==> src/design/kfct_pkg.sv <==
`timescale 1ns / 1ps
`default_nettype none

package kfct_pkg;

  // table geometry
  localparam int unsigned TABLE_ENTRIES = 16;
  localparam int unsigned IDX_W = (TABLE_ENTRIES > 1) ? $clog2(TABLE_ENTRIES) : 1;
  localparam int unsigned CNT_W = $clog2(TABLE_ENTRIES + 1);

  // field widths
  localparam int unsigned REQ_W         = 2;
  localparam int unsigned KEY_W         = 64;
  localparam int unsigned FAIL_W        = 16;
  localparam int unsigned TIME_W        = 48;
  localparam int unsigned THR_W         = 16;
  localparam int unsigned ENTRY_COUNT_W = 5;

  // stream and configuration port widths
  localparam int unsigned S_TDATA_W  = 112;
  localparam int unsigned S_TUSER_W  = 3;
  localparam int unsigned M_TDATA_W  = 24;
  localparam int unsigned CFG_IDX_W  = 2;
  localparam int unsigned CFG_DATA_W = 48;

  // register reset values
  localparam logic [TIME_W-1:0] EXPIRE_AGE_RST     = 48'd30000000;
  localparam logic [TIME_W-1:0] SWEEP_INTERVAL_RST = 48'd60000000;
  localparam logic [THR_W-1:0]  FALLBACK_THR_RST   = 16'd3;

  // request kinds
  typedef enum logic [REQ_W-1:0] {
    REQ_RECORD = 2'd0,
    REQ_RESET  = 2'd1,
    REQ_QUERY  = 2'd2,
    REQ_SWEEP  = 2'd3
  } req_e;

  // configuration register indexes
  typedef enum logic [CFG_IDX_W-1:0] {
    CFG_EXPIRE_AGE     = 2'd0,
    CFG_SWEEP_INTERVAL = 2'd1,
    CFG_FALLBACK_THR   = 2'd2
  } cfg_idx_e;

  // sequencer states
  typedef enum logic [1:0] {
    ST_IDLE,
    ST_PREP,
    ST_SCAN,
    ST_COMMIT
  } state_e;

  // one table slot as held in the slot memory
  typedef struct packed {
    logic [KEY_W-1:0]  key;
    logic [FAIL_W-1:0] fail;
    logic [TIME_W-1:0] stamp;
  } slot_t;

  // verdict of the slot compare unit for one slot
  typedef struct packed {
    logic expired;
    logic live;
    logic match;
    logic older;
  } eval_t;

endpackage

`default_nettype wire

==> src/design/kfct_mem.sv <==
`timescale 1ns / 1ps
`default_nettype none

module kfct_mem (
  input  wire                              clk_i,
  input  wire                              we_i,
  input  wire  [kfct_pkg::IDX_W-1:0]       waddr_i,
  input  kfct_pkg::slot_t                  wdata_i,
  input  wire                              re_i,
  input  wire  [kfct_pkg::IDX_W-1:0]       raddr_i,
  output kfct_pkg::slot_t                  rdata_o
);

  kfct_pkg::slot_t mem_q [kfct_pkg::TABLE_ENTRIES];
  kfct_pkg::slot_t rdata_q;

  // one write port, one registered read port
  always_ff @(posedge clk_i) begin
    if (we_i) begin
      mem_q[waddr_i] <= wdata_i;
    end
    if (re_i) begin
      rdata_q <= mem_q[raddr_i];
    end
  end

  assign rdata_o = rdata_q;

endmodule

`default_nettype wire

==> src/design/kfct_eval.sv <==
`timescale 1ns / 1ps
`default_nettype none

module kfct_eval (
  input  kfct_pkg::slot_t                  slot_i,
  input  wire                              slot_valid_i,
  input  wire                              sweep_en_i,
  input  wire  [kfct_pkg::TIME_W-1:0]      now_i,
  input  wire  [kfct_pkg::TIME_W-1:0]      expire_age_i,
  input  wire  [kfct_pkg::KEY_W-1:0]       key_i,
  input  wire                              key_valid_i,
  input  wire                              old_valid_i,
  input  wire  [kfct_pkg::TIME_W-1:0]      old_stamp_i,
  output kfct_pkg::eval_t                  eval_o
);

  logic [kfct_pkg::TIME_W-1:0] age;
  logic                        in_past;

  // age of the slot, only meaningful when its stamp is not in the future
  assign age     = now_i - slot_i.stamp;
  assign in_past = (now_i >= slot_i.stamp);

  always_comb begin
    eval_o.expired = sweep_en_i && slot_valid_i && in_past && (age > expire_age_i);
    eval_o.live    = slot_valid_i && !eval_o.expired;
    eval_o.match   = eval_o.live && key_valid_i && (slot_i.key == key_i);
    eval_o.older   = eval_o.live && (!old_valid_i || (slot_i.stamp < old_stamp_i));
  end

endmodule

`default_nettype wire

==> src/design/keyed_failure_count_table_top.sv <==
`timescale 1ns / 1ps
`default_nettype none

// Keyed failure count table: TABLE_ENTRIES slots of key id, saturating failure
// count and last-update stamp. Each request (record, reset, query, sweep) is
// taken when s_axis_tready is high and gives exactly one result. The block then
// walks the slot memory one slot per cycle through its single read port, with
// one shared compare unit doing expiry, key match and oldest-stamp search. A
// request passes through a set-up state, a scan state that covers the registered
// read, and a commit state that waits while an earlier result is still held.
// s_axis_tready is low from acceptance to the commit and returns the cycle after
// the commit; a waiting result does not block the next request until its own
// commit. Configuration writes are always taken and must
// only be made while no request is in flight.
module keyed_failure_count_table_top (
  input  wire                                   clk_i,
  input  wire                                   rst_ni,
  input  wire                                   s_axis_tvalid,
  output logic                                  s_axis_tready,
  // key_id [63:0], now_us [111:64]
  input  wire  [kfct_pkg::S_TDATA_W-1:0]        s_axis_tdata,
  // req_type [1:0], key_valid [2]
  input  wire  [kfct_pkg::S_TUSER_W-1:0]        s_axis_tuser,
  output logic                                  m_axis_tvalid,
  input  wire                                   m_axis_tready,
  // fallback [0], entry_failures [16:1], evicted [17], entry_count [22:18], zero [23]
  output logic [kfct_pkg::M_TDATA_W-1:0]        m_axis_tdata,
  input  wire                                   cfg_valid_i,
  output logic                                  cfg_ready_o,
  input  wire  [kfct_pkg::CFG_IDX_W-1:0]        cfg_index_i,
  input  wire  [kfct_pkg::CFG_DATA_W-1:0]       cfg_data_i
);

  localparam int unsigned N = kfct_pkg::TABLE_ENTRIES;

  // configuration
  logic [kfct_pkg::TIME_W-1:0] expire_age_q;
  logic [kfct_pkg::TIME_W-1:0] sweep_int_q;
  logic [kfct_pkg::THR_W-1:0]  fallback_thr_q;

  // sequencer and table control
  kfct_pkg::state_e            state_q, state_d;
  logic [N-1:0]                valid_q;
  logic [kfct_pkg::CNT_W-1:0]  occ_q, occ_d;
  logic [kfct_pkg::TIME_W-1:0] last_sweep_q;
  logic                        sweep_en_q;
  logic [kfct_pkg::CNT_W-1:0]  cnt_q;
  logic                        s1_vld_q;
  logic [kfct_pkg::IDX_W-1:0]  s1_idx_q;

  // request held for the duration of the walk
  kfct_pkg::req_e              req_q;
  logic [kfct_pkg::KEY_W-1:0]  key_q;
  logic                        kv_q;
  logic [kfct_pkg::TIME_W-1:0] now_q;

  // search results
  logic                        match_vld_q;
  logic [kfct_pkg::IDX_W-1:0]  match_idx_q;
  logic [kfct_pkg::FAIL_W-1:0] match_fail_q;
  logic                        free_vld_q;
  logic [kfct_pkg::IDX_W-1:0]  free_idx_q;
  logic                        old_vld_q;
  logic [kfct_pkg::IDX_W-1:0]  old_idx_q;
  logic [kfct_pkg::TIME_W-1:0] old_stamp_q;

  // result register
  logic                          m_valid_q;
  logic [kfct_pkg::M_TDATA_W-1:0] m_data_q;

  // internal nets
  logic                        in_fire;
  logic                        cfg_fire;
  logic                        scan_more;
  logic                        rd_en;
  kfct_pkg::slot_t             rd_slot;
  kfct_pkg::eval_t             ev;
  logic                        sweep_go;
  logic [kfct_pkg::TIME_W-1:0] since_sweep;
  logic                        out_free;
  logic                        commit_go;
  logic                        full;
  logic [kfct_pkg::FAIL_W-1:0] inc_fail;
  logic                        we;
  logic [kfct_pkg::IDX_W-1:0]  waddr;
  kfct_pkg::slot_t             wslot;
  logic                        set_vld;
  logic                        clr_vld;
  logic [kfct_pkg::IDX_W-1:0]  vaddr;
  logic                        fb;
  logic                        evict;
  logic [kfct_pkg::FAIL_W-1:0] fails;

  // handshakes
  assign s_axis_tready = (state_q == kfct_pkg::ST_IDLE);
  assign in_fire       = s_axis_tvalid && s_axis_tready;
  assign cfg_ready_o   = 1'b1;
  assign cfg_fire      = cfg_valid_i && cfg_ready_o;
  assign out_free      = !m_valid_q || m_axis_tready;
  assign commit_go     = (state_q == kfct_pkg::ST_COMMIT) && out_free;
  assign m_axis_tvalid = m_valid_q;
  assign m_axis_tdata  = m_data_q;

  // lazy sweep decision for a record, explicit sweep always
  assign since_sweep = now_q - last_sweep_q;
  assign sweep_go    = (req_q == kfct_pkg::REQ_SWEEP) ||
                       ((req_q == kfct_pkg::REQ_RECORD) && kv_q &&
                        (now_q >= last_sweep_q) && (since_sweep >= sweep_int_q));

  // slot walk read side
  assign scan_more = (cnt_q < kfct_pkg::CNT_W'(N));
  assign rd_en     = (state_q == kfct_pkg::ST_SCAN) && scan_more;

  kfct_mem u_mem (
    .clk_i   (clk_i),
    .we_i    (we),
    .waddr_i (waddr),
    .wdata_i (wslot),
    .re_i    (rd_en),
    .raddr_i (cnt_q[kfct_pkg::IDX_W-1:0]),
    .rdata_o (rd_slot)
  );

  kfct_eval u_eval (
    .slot_i       (rd_slot),
    .slot_valid_i (valid_q[s1_idx_q]),
    .sweep_en_i   (sweep_en_q),
    .now_i        (now_q),
    .expire_age_i (expire_age_q),
    .key_i        (key_q),
    .key_valid_i  (kv_q),
    .old_valid_i  (old_vld_q),
    .old_stamp_i  (old_stamp_q),
    .eval_o       (ev)
  );

  // configuration registers
  always_ff @(posedge clk_i or negedge rst_ni) begin
    if (!rst_ni) begin
      expire_age_q   <= kfct_pkg::EXPIRE_AGE_RST;
      sweep_int_q    <= kfct_pkg::SWEEP_INTERVAL_RST;
      fallback_thr_q <= kfct_pkg::FALLBACK_THR_RST;
    end else if (cfg_fire) begin
      case (cfg_index_i)
        kfct_pkg::CFG_EXPIRE_AGE:     expire_age_q   <= cfg_data_i[kfct_pkg::TIME_W-1:0];
        kfct_pkg::CFG_SWEEP_INTERVAL: sweep_int_q    <= cfg_data_i[kfct_pkg::TIME_W-1:0];
        kfct_pkg::CFG_FALLBACK_THR:   fallback_thr_q <= cfg_data_i[kfct_pkg::THR_W-1:0];
        default: ;
      endcase
    end
  end

  // state register
  always_ff @(posedge clk_i or negedge rst_ni) begin
    if (!rst_ni) begin
      state_q <= kfct_pkg::ST_IDLE;
    end else begin
      state_q <= state_d;
    end
  end

  // next state
  always_comb begin
    state_d = state_q;
    unique case (state_q)
      kfct_pkg::ST_IDLE: begin
        if (in_fire) state_d = kfct_pkg::ST_PREP;
      end
      kfct_pkg::ST_PREP: begin
        state_d = kfct_pkg::ST_SCAN;
      end
      kfct_pkg::ST_SCAN: begin
        if (!scan_more && s1_vld_q) state_d = kfct_pkg::ST_COMMIT;
      end
      kfct_pkg::ST_COMMIT: begin
        if (out_free) state_d = kfct_pkg::ST_IDLE;
      end
      default: state_d = kfct_pkg::ST_IDLE;
    endcase
  end

  // commit decision from the search results
  assign full     = (occ_q >= kfct_pkg::CNT_W'(N));
  assign inc_fail = (match_fail_q == '1) ? match_fail_q : match_fail_q + 1'b1;

  always_comb begin
    we          = 1'b0;
    waddr       = free_idx_q;
    wslot.key   = key_q;
    wslot.fail  = kfct_pkg::FAIL_W'(1);
    wslot.stamp = now_q;
    set_vld     = 1'b0;
    clr_vld     = 1'b0;
    vaddr       = free_idx_q;
    occ_d       = occ_q;
    fb          = 1'b0;
    evict       = 1'b0;
    fails       = '0;
    case (req_q)
      kfct_pkg::REQ_RECORD: begin
        if (kv_q) begin
          if (match_vld_q) begin
            // bump the matching entry
            we         = commit_go;
            waddr      = match_idx_q;
            wslot.fail = inc_fail;
            fails      = inc_fail;
          end else if (full && old_vld_q) begin
            // replace the oldest entry in place
            we    = commit_go;
            waddr = old_idx_q;
            evict = 1'b1;
            fails = kfct_pkg::FAIL_W'(1);
          end else if (free_vld_q) begin
            // insert at the lowest free slot
            we      = commit_go;
            waddr   = free_idx_q;
            set_vld = 1'b1;
            vaddr   = free_idx_q;
            occ_d   = occ_q + 1'b1;
            fails   = kfct_pkg::FAIL_W'(1);
          end
        end
      end
      kfct_pkg::REQ_RESET: begin
        if (kv_q && match_vld_q) begin
          clr_vld = 1'b1;
          vaddr   = match_idx_q;
          occ_d   = (occ_q != '0) ? occ_q - 1'b1 : occ_q;
        end
      end
      kfct_pkg::REQ_QUERY: begin
        if (kv_q) begin
          fb    = (fallback_thr_q == '0) ||
                  (match_vld_q && (match_fail_q >= fallback_thr_q));
          fails = match_vld_q ? match_fail_q : '0;
        end
      end
      default: begin
        fails = (kv_q && match_vld_q) ? match_fail_q : '0;
      end
    endcase
  end

  // table control: valid bits, occupancy, sweep time, search trackers
  always_ff @(posedge clk_i or negedge rst_ni) begin
    if (!rst_ni) begin
      valid_q      <= '0;
      occ_q        <= '0;
      last_sweep_q <= '0;
      sweep_en_q   <= 1'b0;
      cnt_q        <= '0;
      s1_vld_q     <= 1'b0;
      match_vld_q  <= 1'b0;
      free_vld_q   <= 1'b0;
      old_vld_q    <= 1'b0;
    end else begin
      unique case (state_q)
        kfct_pkg::ST_PREP: begin
          sweep_en_q  <= sweep_go;
          if (sweep_go) last_sweep_q <= now_q;
          cnt_q       <= '0;
          s1_vld_q    <= 1'b0;
          match_vld_q <= 1'b0;
          free_vld_q  <= 1'b0;
          old_vld_q   <= 1'b0;
        end
        kfct_pkg::ST_SCAN: begin
          s1_vld_q <= rd_en;
          if (rd_en) cnt_q <= cnt_q + 1'b1;
          if (s1_vld_q) begin
            if (ev.expired) begin
              valid_q[s1_idx_q] <= 1'b0;
              if (occ_q != '0) occ_q <= occ_q - 1'b1;
            end
            if (ev.match) match_vld_q <= 1'b1;
            if (!ev.live && !free_vld_q) free_vld_q <= 1'b1;
            if (ev.older) old_vld_q <= 1'b1;
          end
        end
        kfct_pkg::ST_COMMIT: begin
          if (commit_go) begin
            occ_q <= occ_d;
            if (set_vld) valid_q[vaddr] <= 1'b1;
            if (clr_vld) valid_q[vaddr] <= 1'b0;
          end
        end
        default: ;
      endcase
    end
  end

  // request payload and search payload
  always_ff @(posedge clk_i) begin
    if (in_fire) begin
      key_q <= s_axis_tdata[kfct_pkg::KEY_W-1:0];
      now_q <= s_axis_tdata[kfct_pkg::KEY_W +: kfct_pkg::TIME_W];
      req_q <= kfct_pkg::req_e'(s_axis_tuser[kfct_pkg::REQ_W-1:0]);
      kv_q  <= s_axis_tuser[kfct_pkg::REQ_W];
    end
    if (rd_en) s1_idx_q <= cnt_q[kfct_pkg::IDX_W-1:0];
    if ((state_q == kfct_pkg::ST_SCAN) && s1_vld_q) begin
      if (ev.match) begin
        match_idx_q  <= s1_idx_q;
        match_fail_q <= rd_slot.fail;
      end
      if (!ev.live && !free_vld_q) free_idx_q <= s1_idx_q;
      if (ev.older) begin
        old_idx_q   <= s1_idx_q;
        old_stamp_q <= rd_slot.stamp;
      end
    end
  end

  // result register
  always_ff @(posedge clk_i or negedge rst_ni) begin
    if (!rst_ni) begin
      m_valid_q <= 1'b0;
    end else if (commit_go) begin
      m_valid_q <= 1'b1;
    end else if (m_axis_tready) begin
      m_valid_q <= 1'b0;
    end
  end

  always_ff @(posedge clk_i) begin
    if (commit_go) begin
      m_data_q <= {1'b0, kfct_pkg::ENTRY_COUNT_W'(occ_d), evict, fails, fb};
    end
  end

endmodule

`default_nettype wire

==> config.mk <==
export PLATFORM = sky130hd
export DESIGN_NAME = keyed_failure_count_table_top
export DESIGN_NICKNAME = d
export VERILOG_FILES = /design/src/design/kfct_pkg.sv /design/src/design/kfct_mem.sv /design/src/design/kfct_eval.sv /design/src/design/keyed_failure_count_table_top.sv
export SDC_FILE = /design/constraint.sdc
export NUM_CORES = 2
export LEC_CHECK = 0
export BUFFER_PORTS_ARGS = -buffer_cell sky130_fd_sc_hd__buf_2
export CELL_PAD_IN_SITES_DETAIL_PLACEMENT = 0
export CELL_PAD_IN_SITES_GLOBAL_PLACEMENT = 1
export CORE_ASPECT_RATIO = 1.5
export CORE_MARGIN = 10
export CORE_UTILIZATION = 40
export DETAILED_ROUTE_END_ITERATION = 8
export MAX_ROUTING_LAYER = met4
export PLACE_DENSITY = 0.68
export SLEW_MARGIN = 20
export SYNTH_ARGS = -nofsm -noshare
export SYNTH_HDL_FRONTEND = slang
export SYNTH_HIERARCHICAL = 1
export SYNTH_SLANG_ARGS = --single-unit
==> constraint.sdc <==
create_clock -name clk_i -period 15.8 [get_ports clk_i]
set_input_delay 3.16 -clock clk_i [delete_from_list [all_inputs] [get_ports clk_i]]
set_output_delay 3.16 -clock clk_i [all_outputs]
set_load 0.1 [all_outputs]
==> flow_summary.rst <==
.. list-table::
   :header-rows: 1

   * - Metric
     - Value
   * - Largest fanout on the critical path
     - 49
   * - Register-to-register path setup slack
     - just under 9000 ps
   * - Bufs and invs on worst path
     - 4
   * - Register cell area after layout
     - ~77000 µm²
   * - Gate count after technology mapping
     - slightly below 6000
   * - Required time worst endpoint
     - 16550 ps
   * - #FFs+latches synth
     - roughly 2600
   * - Core area
     - around 270000 µm²
   * - Fill cell total of the finished layout
     - between 20000 and 25000
   * - Initial standard-cell utilization of the core
     - 0.401
   * - Share of the clock period used by the worst path after layout
     - 0.453
   * - TritonCTS clock tree
     - done
   * - Peak VDD IR
     - between 0.0001 and 0.00015 V
   * - Buffers from clock root to sink, at most
     - 4
   * - Placement row count
     - around 230
   * - Max-slew violation total from the final report
     - 0
   * - Global-route wire length before repair
     - 415000 µm
   * - Cell-by-cell listing of the critical path
     - inv_1 > ha_1 > inv_1 > fa_1 > a211oi_1 > o211ai_1 > nand2_1 > o221ai_1 > buf_4 > a311o_1 > a21oi_1 > o21ai_0 > a221oi_1 > o21ai_0 > xor2_1 > ha_1 > nand4_1 > or2_2 > or3_1 > nor4_1 > o22a_2 > buf_4 > mux2_2
   * - Worst-Skew Late Latency
     - about 940 ps
   * - Mean instance size in the synthesized netlist
     - between 15 and 20 µm²
   * - Max capacitance violation total
     - 0
   * - Detailed router's first-iteration violation count
     - 4906
   * - CTS Hold Buffers Added
     - 0
   * - Number of vias per cell after detailed routing
     - roughly 5.7
   * - Synth warnings
     - 6
   * - Number of H-tree levels
     - 4
   * - Total negative slack for setup checks
     - 0 ps
   * - Commonest cells after routing, fill and taps aside
     - sky130_fd_sc_hd__edfxtp_1 (2394), sky130_fd_sc_hd__mux4_2 (481), sky130_fd_sc_hd__inv_1 (306)
   * - Commonest non-fill, non-tap cell in the layout
     - sky130_fd_sc_hd__edfxtp_1
   * - Number of enable flip-flop cells after synthesis
     - approximately 2400
   * - Transition time of the tightest slew-check pin
     - ~1200 ps
   * - Switching Fraction
     - 0.315
   * - Total nets after synthesis
     - around 6300
   * - Number of failing hold endpoints at the final stage
     - 0
   * - Depth of the worst register-to-register path
     - 23
   * - Initial antenna violation count
     - 17
   * - Die boundary width
     - between 400 and 500 µm
   * - Total wire length after detailed routing
     - between 200000 and 300000 µm
   * - Gate family responsible for the most delay along the worst path
     - compound AO/OA/AOI/OAI gates
   * - Final count of negative-setup-slack endpoints
     - 0
   * - GRT Resource Usage Total
     - 0.200
   * - GR Overflow Total
     - 0
   * - Worst path depth
     - 23
   * - Comb power frac
     - 0.281
   * - Syn-to-layout area delta
     - 12.4%
   * - Fraction of layout instances using a drive strength above 1
     - 0.216
   * - Area of the die
     - approximately 290000 µm²
   * - Unrepaired setup endpoints after global routing
     - no
   * - Portion of total power attributed to sequential cells
     - 0.430
   * - Buffers on Ports
     - roughly 190
   * - Proportion of register bits with asynchronous set or reset after synthesis
     - 0.0750
   * - Number of sinks handled by clock tree synthesis
     - roughly 2600
   * - Pwr/cell area
     - 168 nW/µm²
   * - Hold Path Class
     - flop to flop
   * - Via count of the first global-routing pass
     - 58700
   * - Delay of the slowest critical-path stage
     - between 600 and 700 ps
   * - Top FF cell, synth
     - sky130_fd_sc_hd__edfxtp_1
   * - Number of top-level pins
     - approximately 200
   * - Result of the run
     - complete, no violations
   * - Leak
     - roughly 41 nW
   * - Fraction of the yosys area taken by sequential cells
     - 0.719
   * - Highest-delay cell along the critical path
     - sky130_fd_sc_hd__a221oi_1
   * - Area of combinational cells with multiple inputs
     - between 20000 and 30000 µm²
   * - Clock transition time at the flip-flop clock pins of the worst setup and hold paths
     - roughly 70 ps
   * - Post-synthesis cell area
     - 107000 µm²
   * - Final setup skew
     - approximately 110 ps
   * - Highest achievable clock rate
     - ~140 MHz
   * - Post-CTS Repair Setup Buffers
     - 0
   * - Estimated wirelength of the detail-placed design
     - 165000 µm
   * - Number of vias in the routed layout
     - 56500
   * - Routed length per instance
     - about 29 µm
   * - Root buffer cell
     - sky130_fd_sc_hd__clkbuf_16
   * - Power share of the clock group
     - 0.289
   * - Net switching power
     - 6.35 mW
   * - Critical Path Source Type
     - flop
   * - Critical path arrival
     - ~7900 ps
   * - Number of library cell types mapped by synthesis
     - 86
   * - Post-layout instance area
     - about 120000 µm²
   * - Hold Path Cell Cnt
     - 0
   * - Slew HR
     - 0.177
   * - Gp weighted congestion
     - between 0.8 and 0.9
   * - Residual DRC
     - 0
   * - Endpoint type of the worst setup path
     - flop
   * - Num CTS Buffers
     - approximately 240
   * - Clock period minus worst slack
     - 7160 ps
   * - Layout net count
     - around 6600
   * - Dpl cell area
     - ~110000 µm²
   * - Vertical die dimension
     - between 600 and 700 µm
   * - Maximum number of pins on one net before global-route repair
     - between 100 and 150
   * - Antenna violation net count after detailed routing
     - 0
   * - Worst Path Class, Setup
     - flop to flop
   * - Post-CTS sizing
     - 0
   * - Power Internal
     - approximately 14 mW
   * - First-pass iteration count of the detailed router
     - 6
-- area by class of cell --
type,count,area share
repair buffers,303,0.0169
clock inverters,142,0.0117
diodes,6,0.000125
inverters,308,0.00964
clock buffers,303,0.0535
flip-flops and latches,2588,0.640
well taps,3510,0.0366
multi-input cells,2737,0.232
-- metrics by stage --
step / instances / utilization / hold WS, ps / setup WS [ps] / total power [mW]
2_1_floorplan: 5880 / - / 400 / 2310 / 12.8
3_3_place_gp: 9445 / 0.422 / 408 / 8580 / 14.5
4_1_cts: 9890 / 0.451 / 430 / 8440 / 20.4
5_1_grt: 9893 / 0.451 / 436 / 8180 / 21.2
6_report: 9897 / 0.451 / 431 / 8640 / 20.2
3_5_place_dp: 9445 / 0.422 / 415 / 8440 / 14.6
-- final timing paths --
check	startpoint	endpoint
worst min register to register	u_mem/rdata_o[61]$_DFFE_PP_	match_fail_q[13]$_DFFE_PP_
worst min-delay path	u_mem/rdata_o[61]$_DFFE_PP_	match_fail_q[13]$_DFFE_PP_
min in group asynchronous	rst_ni	m_axis_tvalid$_DFFE_PN0P_
worst max register to register	now_q[0]$_DFFE_PP_	last_sweep_q[10]$_DFFE_PN0P_
worst max-delay path	now_q[0]$_DFFE_PP_	last_sweep_q[10]$_DFFE_PN0P_
max in group asynchronous	rst_ni	last_sweep_q[1]$_DFFE_PN0P_
-- Yosys cell counts (all sizes together) (58+ instances only) --
cell | count | area (µm²)
xor2 | 58 | 508
nand2 | 253 | 950
nand4 | 64 | 400
inv | 308 | 1160
mux2i | 87 | 871
o21ai | 137 | 686
mux2 | 162 | 1860
mux4 | 481 | 10800
buf | 96 | 638
dfrtp | 172 | 4300
a21o | 118 | 886
xnor2 | 98 | 858
ha | 263 | 3290
a21oi | 201 | 1030
nor2 | 125 | 474
edfxtp | 2394 | 71900
a22oi | 229 | 1720
clkbuf | 151 | 567
-- worst reg2reg max path, stage by stage (launching register included) --
cell and delay [ps]:
sky130_fd_sc_hd__edfxtp_1 610, sky130_fd_sc_hd__inv_1 130, sky130_fd_sc_hd__ha_1 180, sky130_fd_sc_hd__inv_1 60, sky130_fd_sc_hd__fa_1 410, sky130_fd_sc_hd__a211oi_1 320, sky130_fd_sc_hd__o211ai_1 150, sky130_fd_sc_hd__nand2_1 110
sky130_fd_sc_hd__o221ai_1 110, sky130_fd_sc_hd__buf_4 190, sky130_fd_sc_hd__a311o_1 340, sky130_fd_sc_hd__a21oi_1 320, sky130_fd_sc_hd__o21ai_0 260, sky130_fd_sc_hd__a221oi_1 660, sky130_fd_sc_hd__o21ai_0 230, sky130_fd_sc_hd__xor2_1 180
sky130_fd_sc_hd__ha_1 300, sky130_fd_sc_hd__nand4_1 110, sky130_fd_sc_hd__or2_2 340, sky130_fd_sc_hd__or3_1 390, sky130_fd_sc_hd__nor4_1 310, sky130_fd_sc_hd__o22a_2 180, sky130_fd_sc_hd__buf_4 630, sky130_fd_sc_hd__mux2_2 490
-- state kept, by name, summed over array words and instances (netlist names), 4 cells and up --
name / flops
u_mem/rdata_o: 128
cnt_q: 5
fallback_thr_q: 16
old_stamp_q: 48
occ_q: 5
sweep_int_q: 48
expire_age_q: 48
m_axis_tdata: 23
match_fail_q: 16
old_idx_q: 4
free_idx_q: 4
valid_q: 16
s1_idx_q: 4
last_sweep_q: 48
match_idx_q: 4
key_q: 64
now_q: 48
u_mem/mem_q: 2048
-- power groups by stage --
stage                     Clock, mW  Combinational [mW]  Sequential (mW)
final                          5.83                5.68             8.68
after CTS                      5.95                5.75             8.69
after global routing           6.21                6.22             8.74
after detailed placement          0                5.73             8.83
after global placement            0                5.69             8.80
after floorplan                   0                4.09             8.69
-- routing by layer --
metal / wire length (µm) / share of wire / GRT usage / vias up
met4: 9480 / 0.033 / 0.0608 / 0
met3: 14700 / 0.052 / 0.0227 / 459
met1: 114000 / 0.40 / 0.248 / 30100
met2: 147000 / 0.51 / 0.345 / 1815
li1: - / - / - / 24100
met5: 0 / 0 / - / -
-- cell families (layout without fill, tap and decap cells) --
logic type / after synthesis / after routing / synth area share
DFF: 2588 / 2588 / 0.719
AOI/OAI and AO/OA: 908 / 908 / 0.0568
muxes: 730 / 730 / 0.127
and+or+nand+nor: 676 / 676 / 0.0304
buffers and inverters: 555 / 1056 / 0.0221
adders and majority gates: 265 / 265 / 0.0312
xor gates and xnor gates: 156 / 156 / 0.0128
other: 2 / 8 / 0.0000704
Note: power is estimated with default switching activity, not from simulation.
